File: config.mk
export PLATFORM = sky130hd
export DESIGN_NAME = video_privacy_rect_mask_unit
export DESIGN_NICKNAME = d
export VERILOG_FILES = /design/src/rtl/vprm_pkg.sv /design/src/rtl/vprm_geom.sv /design/src/rtl/video_privacy_rect_mask_unit.sv
export SDC_FILE = /design/constraint.sdc
export NUM_CORES = 2
export LEC_CHECK = 0
export BUFFER_PORTS_ARGS = -buffer_cell sky130_fd_sc_hd__buf_2
export CAP_MARGIN = 10
export CORE_MARGIN = 2
export CORE_UTILIZATION = 35
export CTS_BUF_LIST = sky130_fd_sc_hd__clkbuf_8
export CTS_CLUSTER_DIAMETER = 60
export DETAILED_ROUTE_END_ITERATION = 10
export PLACE_DENSITY = 0.46
export RECOVER_POWER = 25
export SLEW_MARGIN = 10
export SYNTH_ARGS = -nofsm -noshare
export SYNTH_HDL_FRONTEND = slang
export SYNTH_SLANG_ARGS = --single-unit
File: constraint.sdc
create_clock -name aclk -period 14.1 [get_ports aclk]
set_clock_uncertainty 0.1 [all_clocks]
set_input_delay 0.705 -clock aclk [delete_from_list [all_inputs] [get_ports aclk]]
set_output_delay 0.705 -clock aclk [all_outputs]
set_load 0.01 [all_outputs]
File: src/rtl/vprm_pkg.sv
package vprm_pkg;

    // Configuration port geometry
    localparam int CFG_INDEX_W = 3;
    localparam int CFG_DATA_W  = 17;

    // Register indexes
    localparam logic [CFG_INDEX_W-1:0] REG_X_START       = 3'd0;
    localparam logic [CFG_INDEX_W-1:0] REG_Y_START       = 3'd1;
    localparam logic [CFG_INDEX_W-1:0] REG_X_END         = 3'd2;
    localparam logic [CFG_INDEX_W-1:0] REG_Y_END         = 3'd3;
    localparam logic [CFG_INDEX_W-1:0] REG_FRAME_WIDTH   = 3'd4;
    localparam logic [CFG_INDEX_W-1:0] REG_FRAME_HEIGHT  = 3'd5;
    localparam logic [CFG_INDEX_W-1:0] REG_CHROMA_FORMAT = 3'd6;

    // Chroma formats
    localparam logic [1:0] FMT_GREY = 2'd0;
    localparam logic [1:0] FMT_420  = 2'd1;
    localparam logic [1:0] FMT_422  = 2'd2;
    localparam logic [1:0] FMT_PASS = 2'd3;

    // Plane codes
    localparam logic [1:0] PLANE_Y = 2'd0;
    localparam logic [1:0] PLANE_U = 2'd1;
    localparam logic [1:0] PLANE_V = 2'd2;

    // Fill values inside the rectangle
    localparam logic [7:0] MASK_LUMA   = 8'd0;
    localparam logic [7:0] MASK_CHROMA = 8'd128;

    // Register reset values
    localparam logic [12:0] RST_FRAME_WIDTH  = 13'd640;
    localparam logic [12:0] RST_FRAME_HEIGHT = 13'd480;

    // Cycles from a register write until the geometry outputs are current
    localparam int GEOM_LATENCY = 3;

    // Format flags carried along the geometry pipeline
    typedef struct packed {
        logic mask_en;       // rectangle not empty and format supported
        logic three_planes;  // 4:2:0 or 4:2:2
        logic half_rows;     // chroma rows halved (4:2:0)
    } geom_ctl_t;

endpackage

File: src/rtl/vprm_geom.sv
module vprm_geom #(
    parameter int MAX_WIDTH  = 4096,
    parameter int MAX_HEIGHT = 4096,
    localparam int WW = $clog2(MAX_WIDTH + 1),
    localparam int HW = $clog2(MAX_HEIGHT + 1)
) (
    input  logic                              aclk,
    input  logic                              aresetn,
    input  logic                              cfg_wr_en,
    input  logic [vprm_pkg::CFG_INDEX_W-1:0]  cfg_index,
    input  logic [vprm_pkg::CFG_DATA_W-1:0]   cfg_wdata,
    output vprm_pkg::geom_ctl_t               ctl,
    output logic [WW-1:0]                     luma_pw,
    output logic [WW-1:0]                     chroma_pw,
    output logic [HW-1:0]                     luma_ph,
    output logic [HW-1:0]                     chroma_ph,
    output logic [WW-1:0]                     luma_x_org,
    output logic [WW-1:0]                     luma_x_end,
    output logic [WW-1:0]                     chroma_x_org,
    output logic [WW-1:0]                     chroma_x_end,
    output logic [HW-1:0]                     luma_y_org,
    output logic [HW-1:0]                     luma_y_end,
    output logic [HW-1:0]                     chroma_y_org,
    output logic [HW-1:0]                     chroma_y_end
);

    // Configuration registers
    logic [15:0] x_start_reg;
    logic [15:0] y_start_reg;
    logic [16:0] x_end_reg;
    logic [16:0] y_end_reg;
    logic [12:0] frame_width_reg;
    logic [12:0] frame_height_reg;
    logic [1:0]  chroma_format_reg;

    always_ff @(posedge aclk) begin
        if (!aresetn) begin
            x_start_reg       <= '0;
            y_start_reg       <= '0;
            x_end_reg         <= '0;
            y_end_reg         <= '0;
            frame_width_reg   <= vprm_pkg::RST_FRAME_WIDTH;
            frame_height_reg  <= vprm_pkg::RST_FRAME_HEIGHT;
            chroma_format_reg <= vprm_pkg::FMT_GREY;
        end else if (cfg_wr_en) begin
            unique case (cfg_index)
                vprm_pkg::REG_X_START:       x_start_reg       <= cfg_wdata[15:0];
                vprm_pkg::REG_Y_START:       y_start_reg       <= cfg_wdata[15:0];
                vprm_pkg::REG_X_END:         x_end_reg         <= cfg_wdata[16:0];
                vprm_pkg::REG_Y_END:         y_end_reg         <= cfg_wdata[16:0];
                vprm_pkg::REG_FRAME_WIDTH:   frame_width_reg   <= cfg_wdata[12:0];
                vprm_pkg::REG_FRAME_HEIGHT:  frame_height_reg  <= cfg_wdata[12:0];
                vprm_pkg::REG_CHROMA_FORMAT: chroma_format_reg <= cfg_wdata[1:0];
                default: ;
            endcase
        end
    end

    // Stage 1: effective frame size, extents, format flags
    logic [WW-1:0]       w_next;
    logic [HW-1:0]       h_next;
    vprm_pkg::geom_ctl_t ctl1_next;

    always_comb begin
        if (32'(frame_width_reg) > MAX_WIDTH) begin
            w_next = WW'(MAX_WIDTH);
        end else if (frame_width_reg < 13'd2) begin
            w_next = WW'(2);
        end else begin
            w_next = WW'(frame_width_reg);
        end
        w_next[0] = 1'b0;

        if (32'(frame_height_reg) > MAX_HEIGHT) begin
            h_next = HW'(MAX_HEIGHT);
        end else if (frame_height_reg < 13'd2) begin
            h_next = HW'(2);
        end else begin
            h_next = HW'(frame_height_reg);
        end
        h_next[0] = 1'b0;

        ctl1_next.mask_en      = (chroma_format_reg != vprm_pkg::FMT_PASS) &&
                                 (x_end_reg > {1'b0, x_start_reg}) &&
                                 (y_end_reg > {1'b0, y_start_reg});
        ctl1_next.three_planes = (chroma_format_reg == vprm_pkg::FMT_420) ||
                                 (chroma_format_reg == vprm_pkg::FMT_422);
        ctl1_next.half_rows    = (chroma_format_reg == vprm_pkg::FMT_420);
    end

    logic [WW-1:0]       w1_reg;
    logic [HW-1:0]       h1_reg;
    logic [15:0]         xs1_reg;
    logic [15:0]         ys1_reg;
    logic [16:0]         dx1_reg;
    logic [16:0]         dy1_reg;
    vprm_pkg::geom_ctl_t ctl1_reg;

    always_ff @(posedge aclk) begin
        w1_reg   <= w_next;
        h1_reg   <= h_next;
        xs1_reg  <= x_start_reg;
        ys1_reg  <= y_start_reg;
        dx1_reg  <= x_end_reg - {1'b0, x_start_reg};
        dy1_reg  <= y_end_reg - {1'b0, y_start_reg};
        ctl1_reg <= ctl1_next;
    end

    // Stage 2: scale the fractions by the frame size
    logic [16+WW-1:0] px_prod;
    logic [17+WW-1:0] sx_prod;
    logic [16+HW-1:0] py_prod;
    logic [17+HW-1:0] sy_prod;

    assign px_prod = (16+WW)'(xs1_reg) * (16+WW)'(w1_reg);
    assign sx_prod = (17+WW)'(dx1_reg) * (17+WW)'(w1_reg);
    assign py_prod = (16+HW)'(ys1_reg) * (16+HW)'(h1_reg);
    assign sy_prod = (17+HW)'(dy1_reg) * (17+HW)'(h1_reg);

    logic [WW-1:0]       posx2_reg;
    logic [WW-1:0]       sizex2_reg;
    logic [HW-1:0]       posy2_reg;
    logic [HW-1:0]       sizey2_reg;
    logic [WW-1:0]       w2_reg;
    logic [HW-1:0]       h2_reg;
    vprm_pkg::geom_ctl_t ctl2_reg;

    always_ff @(posedge aclk) begin
        posx2_reg  <= px_prod[16 +: WW];
        sizex2_reg <= sx_prod[16 +: WW];
        posy2_reg  <= py_prod[16 +: HW];
        sizey2_reg <= sy_prod[16 +: HW];
        w2_reg     <= w1_reg;
        h2_reg     <= h1_reg;
        ctl2_reg   <= ctl1_reg;
    end

    // Stage 3: even origin, size clipped to the frame, chroma scaling
    logic [WW-1:0] ox, roomx, lx, endx;
    logic [HW-1:0] oy, roomy, ly, endy;

    always_comb begin
        ox    = {posx2_reg[WW-1:1], 1'b0};
        roomx = w2_reg - ox;
        lx    = (sizex2_reg < roomx) ? sizex2_reg : roomx;
        lx[0] = 1'b0;
        endx  = ox + lx;

        oy    = {posy2_reg[HW-1:1], 1'b0};
        roomy = h2_reg - oy;
        ly    = (sizey2_reg < roomy) ? sizey2_reg : roomy;
        ly[0] = 1'b0;
        endy  = oy + ly;
    end

    always_ff @(posedge aclk) begin
        if (!aresetn) begin
            ctl <= '0;
        end else begin
            ctl <= ctl2_reg;
        end
        luma_pw      <= w2_reg;
        chroma_pw    <= w2_reg >> 1;
        luma_ph      <= h2_reg;
        chroma_ph    <= ctl2_reg.half_rows ? (h2_reg >> 1) : h2_reg;
        luma_x_org   <= ox;
        luma_x_end   <= endx;
        chroma_x_org <= ox >> 1;
        chroma_x_end <= endx >> 1;
        luma_y_org   <= oy;
        luma_y_end   <= endy;
        chroma_y_org <= ctl2_reg.half_rows ? (oy >> 1) : oy;
        chroma_y_end <= ctl2_reg.half_rows ? (endy >> 1) : endy;
    end

endmodule

File: src/rtl/video_privacy_rect_mask_unit.sv
// Channel  | Direction | Handshake          | Payload
// s_       | in        | s_valid / s_ready  | s_pixel_in, s_frame_start
// m_       | out       | m_valid / m_ready  | m_pixel_out, m_plane_id, m_was_masked,
//          |           |                    | m_frame_end
// cfg_     | in        | cfg_wr_en          | cfg_index, cfg_wdata
//
// One byte per cycle while m_ready is high and no write settles; results are registered.
// The byte is classified by comparing the position counters with registered rectangle
// bounds, so the per-byte path is two compare pairs and a counter increment.
// A register write or reset reloads a 3-stage geometry pipeline (frame size and extents,
// scale, clip and chroma divide); s_ready stays low while the settle counter runs down,
// so the next transfer waits until the new geometry outputs are current.
// A stalled m_ready holds the result register; the input register still takes one byte.
module video_privacy_rect_mask_unit #(
    parameter int MAX_WIDTH  = 4096,
    parameter int MAX_HEIGHT = 4096
) (
    input  logic                              aclk,
    input  logic                              aresetn,
    // configuration
    input  logic                              cfg_wr_en,
    input  logic [vprm_pkg::CFG_INDEX_W-1:0]  cfg_index,
    input  logic [vprm_pkg::CFG_DATA_W-1:0]   cfg_wdata,
    // input stream
    input  logic                              s_valid,
    output logic                              s_ready,
    input  logic [7:0]                        s_pixel_in,
    input  logic                              s_frame_start,
    // result stream
    output logic                              m_valid,
    input  logic                              m_ready,
    output logic [7:0]                        m_pixel_out,
    output logic [1:0]                        m_plane_id,
    output logic                              m_was_masked,
    output logic                              m_frame_end
);

    localparam int WW = $clog2(MAX_WIDTH + 1);
    localparam int HW = $clog2(MAX_HEIGHT + 1);
    localparam int CW = $clog2(MAX_WIDTH);
    localparam int RW = $clog2(MAX_HEIGHT);
    localparam logic [1:0] SETTLE_LOAD = 2'(vprm_pkg::GEOM_LATENCY - 1);

    // Geometry
    vprm_pkg::geom_ctl_t ctl;
    logic [WW-1:0] luma_pw, chroma_pw, luma_x_org, luma_x_end, chroma_x_org, chroma_x_end;
    logic [HW-1:0] luma_ph, chroma_ph, luma_y_org, luma_y_end, chroma_y_org, chroma_y_end;

    vprm_geom #(
        .MAX_WIDTH  (MAX_WIDTH),
        .MAX_HEIGHT (MAX_HEIGHT)
    ) u_geom (
        .aclk         (aclk),
        .aresetn      (aresetn),
        .cfg_wr_en    (cfg_wr_en),
        .cfg_index    (cfg_index),
        .cfg_wdata    (cfg_wdata),
        .ctl          (ctl),
        .luma_pw      (luma_pw),
        .chroma_pw    (chroma_pw),
        .luma_ph      (luma_ph),
        .chroma_ph    (chroma_ph),
        .luma_x_org   (luma_x_org),
        .luma_x_end   (luma_x_end),
        .chroma_x_org (chroma_x_org),
        .chroma_x_end (chroma_x_end),
        .luma_y_org   (luma_y_org),
        .luma_y_end   (luma_y_end),
        .chroma_y_org (chroma_y_org),
        .chroma_y_end (chroma_y_end)
    );

    // Settle counter: hold off transfers while the geometry pipeline refills
    logic [1:0] settle_reg;

    always_ff @(posedge aclk) begin
        if (!aresetn || cfg_wr_en) begin
            settle_reg <= SETTLE_LOAD;
        end else if (settle_reg != 2'd0) begin
            settle_reg <= settle_reg - 2'd1;
        end
    end

    // Handshake between input register and result register
    logic       in_valid_reg;
    logic [7:0] in_pixel_reg;
    logic       in_fs_reg;
    logic       out_free;
    logic       advance;

    assign out_free = !m_valid || m_ready;
    assign advance  = in_valid_reg && out_free;
    assign s_ready  = (settle_reg == 2'd0) && (!in_valid_reg || out_free);

    // Input register
    always_ff @(posedge aclk) begin
        if (!aresetn) begin
            in_valid_reg <= 1'b0;
        end else if (s_valid && s_ready) begin
            in_valid_reg <= 1'b1;
        end else if (advance) begin
            in_valid_reg <= 1'b0;
        end
        if (s_valid && s_ready) begin
            in_pixel_reg <= s_pixel_in;
            in_fs_reg    <= s_frame_start;
        end
    end

    // Position counters
    logic [CW-1:0] col_reg, col_next;
    logic [RW-1:0] row_reg, row_next;
    logic [1:0]    plane_reg, plane_next;

    // Classification of the byte in the input register
    logic [CW-1:0] col_cur;
    logic [RW-1:0] row_cur;
    logic [1:0]    plane_cur;
    logic          chroma;
    logic [WW-1:0] pw, x_org, x_end;
    logic [HW-1:0] ph, y_org, y_end;
    logic [WW:0]   col_inc;
    logic [HW:0]   row_inc;
    logic          col_wrap, row_wrap, last_plane, hit;
    logic [7:0]    pixel_res;

    always_comb begin
        col_cur   = in_fs_reg ? '0 : col_reg;
        row_cur   = in_fs_reg ? '0 : row_reg;
        plane_cur = in_fs_reg ? vprm_pkg::PLANE_Y : plane_reg;
        // plane count beyond the format's last plane restarts at luma
        if (ctl.three_planes ? (plane_cur > vprm_pkg::PLANE_V)
                             : (plane_cur != vprm_pkg::PLANE_Y)) begin
            plane_cur = vprm_pkg::PLANE_Y;
        end
        chroma = (plane_cur != vprm_pkg::PLANE_Y);

        pw    = chroma ? chroma_pw    : luma_pw;
        ph    = chroma ? chroma_ph    : luma_ph;
        x_org = chroma ? chroma_x_org : luma_x_org;
        x_end = chroma ? chroma_x_end : luma_x_end;
        y_org = chroma ? chroma_y_org : luma_y_org;
        y_end = chroma ? chroma_y_end : luma_y_end;

        hit = ctl.mask_en &&
              ((WW+1)'(col_cur) >= (WW+1)'(x_org)) && ((WW+1)'(col_cur) < (WW+1)'(x_end)) &&
              ((HW+1)'(row_cur) >= (HW+1)'(y_org)) && ((HW+1)'(row_cur) < (HW+1)'(y_end));

        if (hit) begin
            pixel_res = chroma ? vprm_pkg::MASK_CHROMA : vprm_pkg::MASK_LUMA;
        end else begin
            pixel_res = in_pixel_reg;
        end

        // raster advance
        col_inc    = (WW+1)'(col_cur) + (WW+1)'(1);
        row_inc    = (HW+1)'(row_cur) + (HW+1)'(1);
        col_wrap   = col_inc >= (WW+1)'(pw);
        row_wrap   = row_inc >= (HW+1)'(ph);
        last_plane = !ctl.three_planes || (plane_cur == vprm_pkg::PLANE_V);

        col_next   = col_wrap ? '0 : col_inc[CW-1:0];
        row_next   = row_cur;
        plane_next = plane_cur;
        if (col_wrap) begin
            row_next = row_wrap ? '0 : row_inc[RW-1:0];
            if (row_wrap) begin
                plane_next = last_plane ? vprm_pkg::PLANE_Y : plane_cur + 2'd1;
            end
        end
    end

    always_ff @(posedge aclk) begin
        if (!aresetn) begin
            col_reg   <= '0;
            row_reg   <= '0;
            plane_reg <= vprm_pkg::PLANE_Y;
        end else if (advance) begin
            col_reg   <= col_next;
            row_reg   <= row_next;
            plane_reg <= plane_next;
        end
    end

    // Result register
    always_ff @(posedge aclk) begin
        if (!aresetn) begin
            m_valid <= 1'b0;
        end else if (advance) begin
            m_valid <= 1'b1;
        end else if (m_ready) begin
            m_valid <= 1'b0;
        end
        if (advance) begin
            m_pixel_out  <= pixel_res;
            m_plane_id   <= plane_cur;
            m_was_masked <= hit;
            m_frame_end  <= col_wrap && row_wrap && last_plane;
        end
    end

`ifndef SYNTHESIS
    // A masked byte carries the fill value of its plane
    assert property (@(posedge aclk) disable iff (!aresetn)
        m_valid && m_was_masked |->
            (m_plane_id == vprm_pkg::PLANE_Y && m_pixel_out == vprm_pkg::MASK_LUMA) ||
            (m_plane_id != vprm_pkg::PLANE_Y && m_pixel_out == vprm_pkg::MASK_CHROMA))
        else $error("masked byte with wrong fill value");

    // No transfer while the geometry is being recomputed after a write
    assert property (@(posedge aclk) disable iff (!aresetn)
        cfg_wr_en |=> !s_ready ##1 !s_ready)
        else $error("input taken before geometry settled");

    // Plane code stays within the three planes
    assert property (@(posedge aclk) disable iff (!aresetn)
        m_valid |-> m_plane_id != 2'd3)
        else $error("invalid plane code");

    // Outside the luma plane the format must have chroma planes
    assert property (@(posedge aclk) disable iff (!aresetn)
        advance && plane_cur != vprm_pkg::PLANE_Y |-> ctl.three_planes)
        else $error("chroma plane in single-plane format");
`endif

endmodule
==> impl_metrics.toml <==
[outcome]
status = "finished with violations"
violations = "capacitance limit, slew limit"

[critical_path]
endpoint_kind = "flip-flop"
crit_required_ns = 14.56
worstRegToRegCells = 21
arrival_ns = 8.08
r2r_start = "u_geom.w1_reg[7]"
critPathMaxFanout = 34
cp-startpoint = "u_geom.w1_reg[7]"
start_kind = "flip-flop"
critPathKind = "reg -> reg"

[floorplan]
io_pins = 48
dieArea_mm2 = 0.121
initial_utilization = 0.351
rows = 126
coreArea_mm2 = 0.118
die_h_um = 348
die_w_um = 348

[layout]
fillCellCount = 12227
syn_to_final_growth_pct = 8.57
multi_input_area_mm2 = 0.0287
drive_gt1_frac = 0.0520
design_area_mm2 = 0.0449
seqCellArea_mm2 = 0.00874
fin_nets = 5635

[timing]
fmax_ghz = 0.131
hold_violations = 0
relSlewSlack = -0.368
holdWs_ns = 0.106
finalCriticalPeriod_ns = 7.62
setup_tns_ns = 0
finalSetupViolCount = 0
slew_viol_final = 373
rsz0062_at_grt = "false"
finalCritPeriodShare = 0.540
worst_slew_pin_slew_ns = 2.05

[min_path]
min_path_type = "in -> reg"
min_from = "s_pixel_in[5]"
holdPathStages = 1

[synth]
avgSynthCellArea_um2 = 8.93
ys_ff_latch = 426
synth_top_area_frac = 0.281
synthArstFlopShare = 0
synthMostInstantiatedCell = "nand2_1"
synth_ff_type = "dfxtp_1"
syn_inst = 4625
yosys_warnings = 0
synthDistinctLibCells = 69
synth_seq_area_share = 0.211
synth_area_leaders = "fa_1, dfxtp_1, ha_1, nand2_1, inv_1"
syn_nets = 5660
synth_commonest_cells = "nand2_1, inv_1, fa_1"
synth_area_mm2 = 0.0413
synth_top_cell_by_area = "fa_1"
synth_edf_count = 21

[routing]
drc = 0
wire_per_inst_um = 17.5
firstDrtPassIters = 5
vias = 29307
postRouteAntennaNets = 0
via_per_inst = 4.72
drt_first_iter_violations = 1251
wl_um = 109000

[pwr]
vdd_ir_drop_max_uv = 111
power_leakage_nw = 22.0
power.density_mw_per_mm2 = 111

[global_route]
antenna_found_initial = 1
grt_pass1_wl_um = 176000
grtUsageTotal = 0.186
grt_pass1_vias = 31471
grt_max_degree = 89
grt_overflow = 0

[cts]
cts_num_sinks = 426
cts_root_buffer = "clkbuf_8"
htree_num_levels = 3
cts_tree = "yes"
clock_latency_ns = 0.73
cts-buffers-inserted = 86
clk_path_buf_depth = 3
post_cts_resized = 0
clk_pin_slew_ns = 0.06

[placed_design]
place_area_mm2 = 0.0430
port_buffers = 47
place_congestion = 0.804
hpwl_um = 81700

[flow_run]
cap_viol_max_count = 11
[worst paths after layout]
kind	to	slack, ns
min reg2reg	u_geom.ctl2_reg[1]	0.23
max	u_geom.sizex2_reg[12]	6.48
max reg2reg	u_geom.sizex2_reg[12]	6.48
min	in_pixel_reg[5]	0.11
[repair_timing]
item	CTS	global route
hold buffers	1	0
endpoints found under the hold margin	1	0
buffers inserted	0	0
setup endpoints to repair	0	0
[metal layers]
| metal | part of all wire | GRT usage | wire length, um | vias to the layer above |
|---|---|---|---|---|
| met4 | 0.028 | 0.0593 | 3030 | 0 |
| met5 | 0 | 0 | 0 | - |
| met2 | 0.46 | 0.310 | 50300 | 465 |
| met3 | 0.035 | 0.0246 | 3780 | 153 |
| met1 | 0.47 | 0.250 | 51600 | 14377 |
| li1 | - | - | - | 14312 |
[stage by stage]
stage / setup WS, ns / utilization / power (W) / std cells
4_1_cts: 7.49 / 0.382 / 0.00508 / 6207
3_5_place_dp: 7.55 / 0.366 / 0.00366 / 6047
5_1_grt: 6.00 / 0.381 / 0.00547 / 6208
3_3_place_gp: 7.59 / 0.366 / 0.00366 / 6047
6_report: 6.48 / 0.381 / 0.00497 / 6209
2_1_floorplan: 8.08 / - / 0.00309 / 4625
[worst max-delay path, stage by stage (launching register included)]
cell and delay, ns:
dfxtp_1 0.30, clkbuf_1 1.44, nand2_1 0.25, fa_1 0.61
inv_1 0.05, fa_1 0.55, fa_1 0.43, fa_1 0.51
inv_1 0.06, fa_1 0.50, inv_1 0.05, ha_1 0.34
a21o_1 0.18, a21o_1 0.17, a21o_1 0.17, a21o_1 0.18
a2111oi_0 0.59, a311oi_1 0.26, o21a_1 0.25, o21a_1 0.22
nor4_1 0.18, a311oi_1 0.09
[report_power, final]
group	switching [W]	internal, W
clock	0.000601	0.000766
combinational	0.00116	0.000909
sequential	0.000173	0.00136
[layout by cell type (no fill, tap or decap), types with 64 or more instances in the layout]
master	instances
fa_1	580
and2_1	256
a21oi_1	196
ha_1	420
clkbuf_8	103
nor2_1	105
mux2i_1	78
dfxtp_1	403
xnor2_1	80
inv_1	852
nor2b_1	64
o21ai_0	93
nand2_1	838
[cell families after synthesis]
group           after synthesis  synth area share
mux                          97            0.0241
compound gates              507            0.0762
flops                       426             0.211
buf+inv                    1031            0.0937
simple gates               1435             0.159
fa+ha+maj                  1001             0.408
xor+xnor                    128            0.0271
[cell type report]
type,instances,area share
inverters,835,0.0699
repair buffers,83,0.0104
well taps,1536,0.0428
clock inverters,56,0.0100
flip-flops and latches,426,0.195
multi-input cells,3168,0.640
diodes,2,0.000112
clock buffers,103,0.0316
No activity file was read; power rests on OpenSTA's default activity.
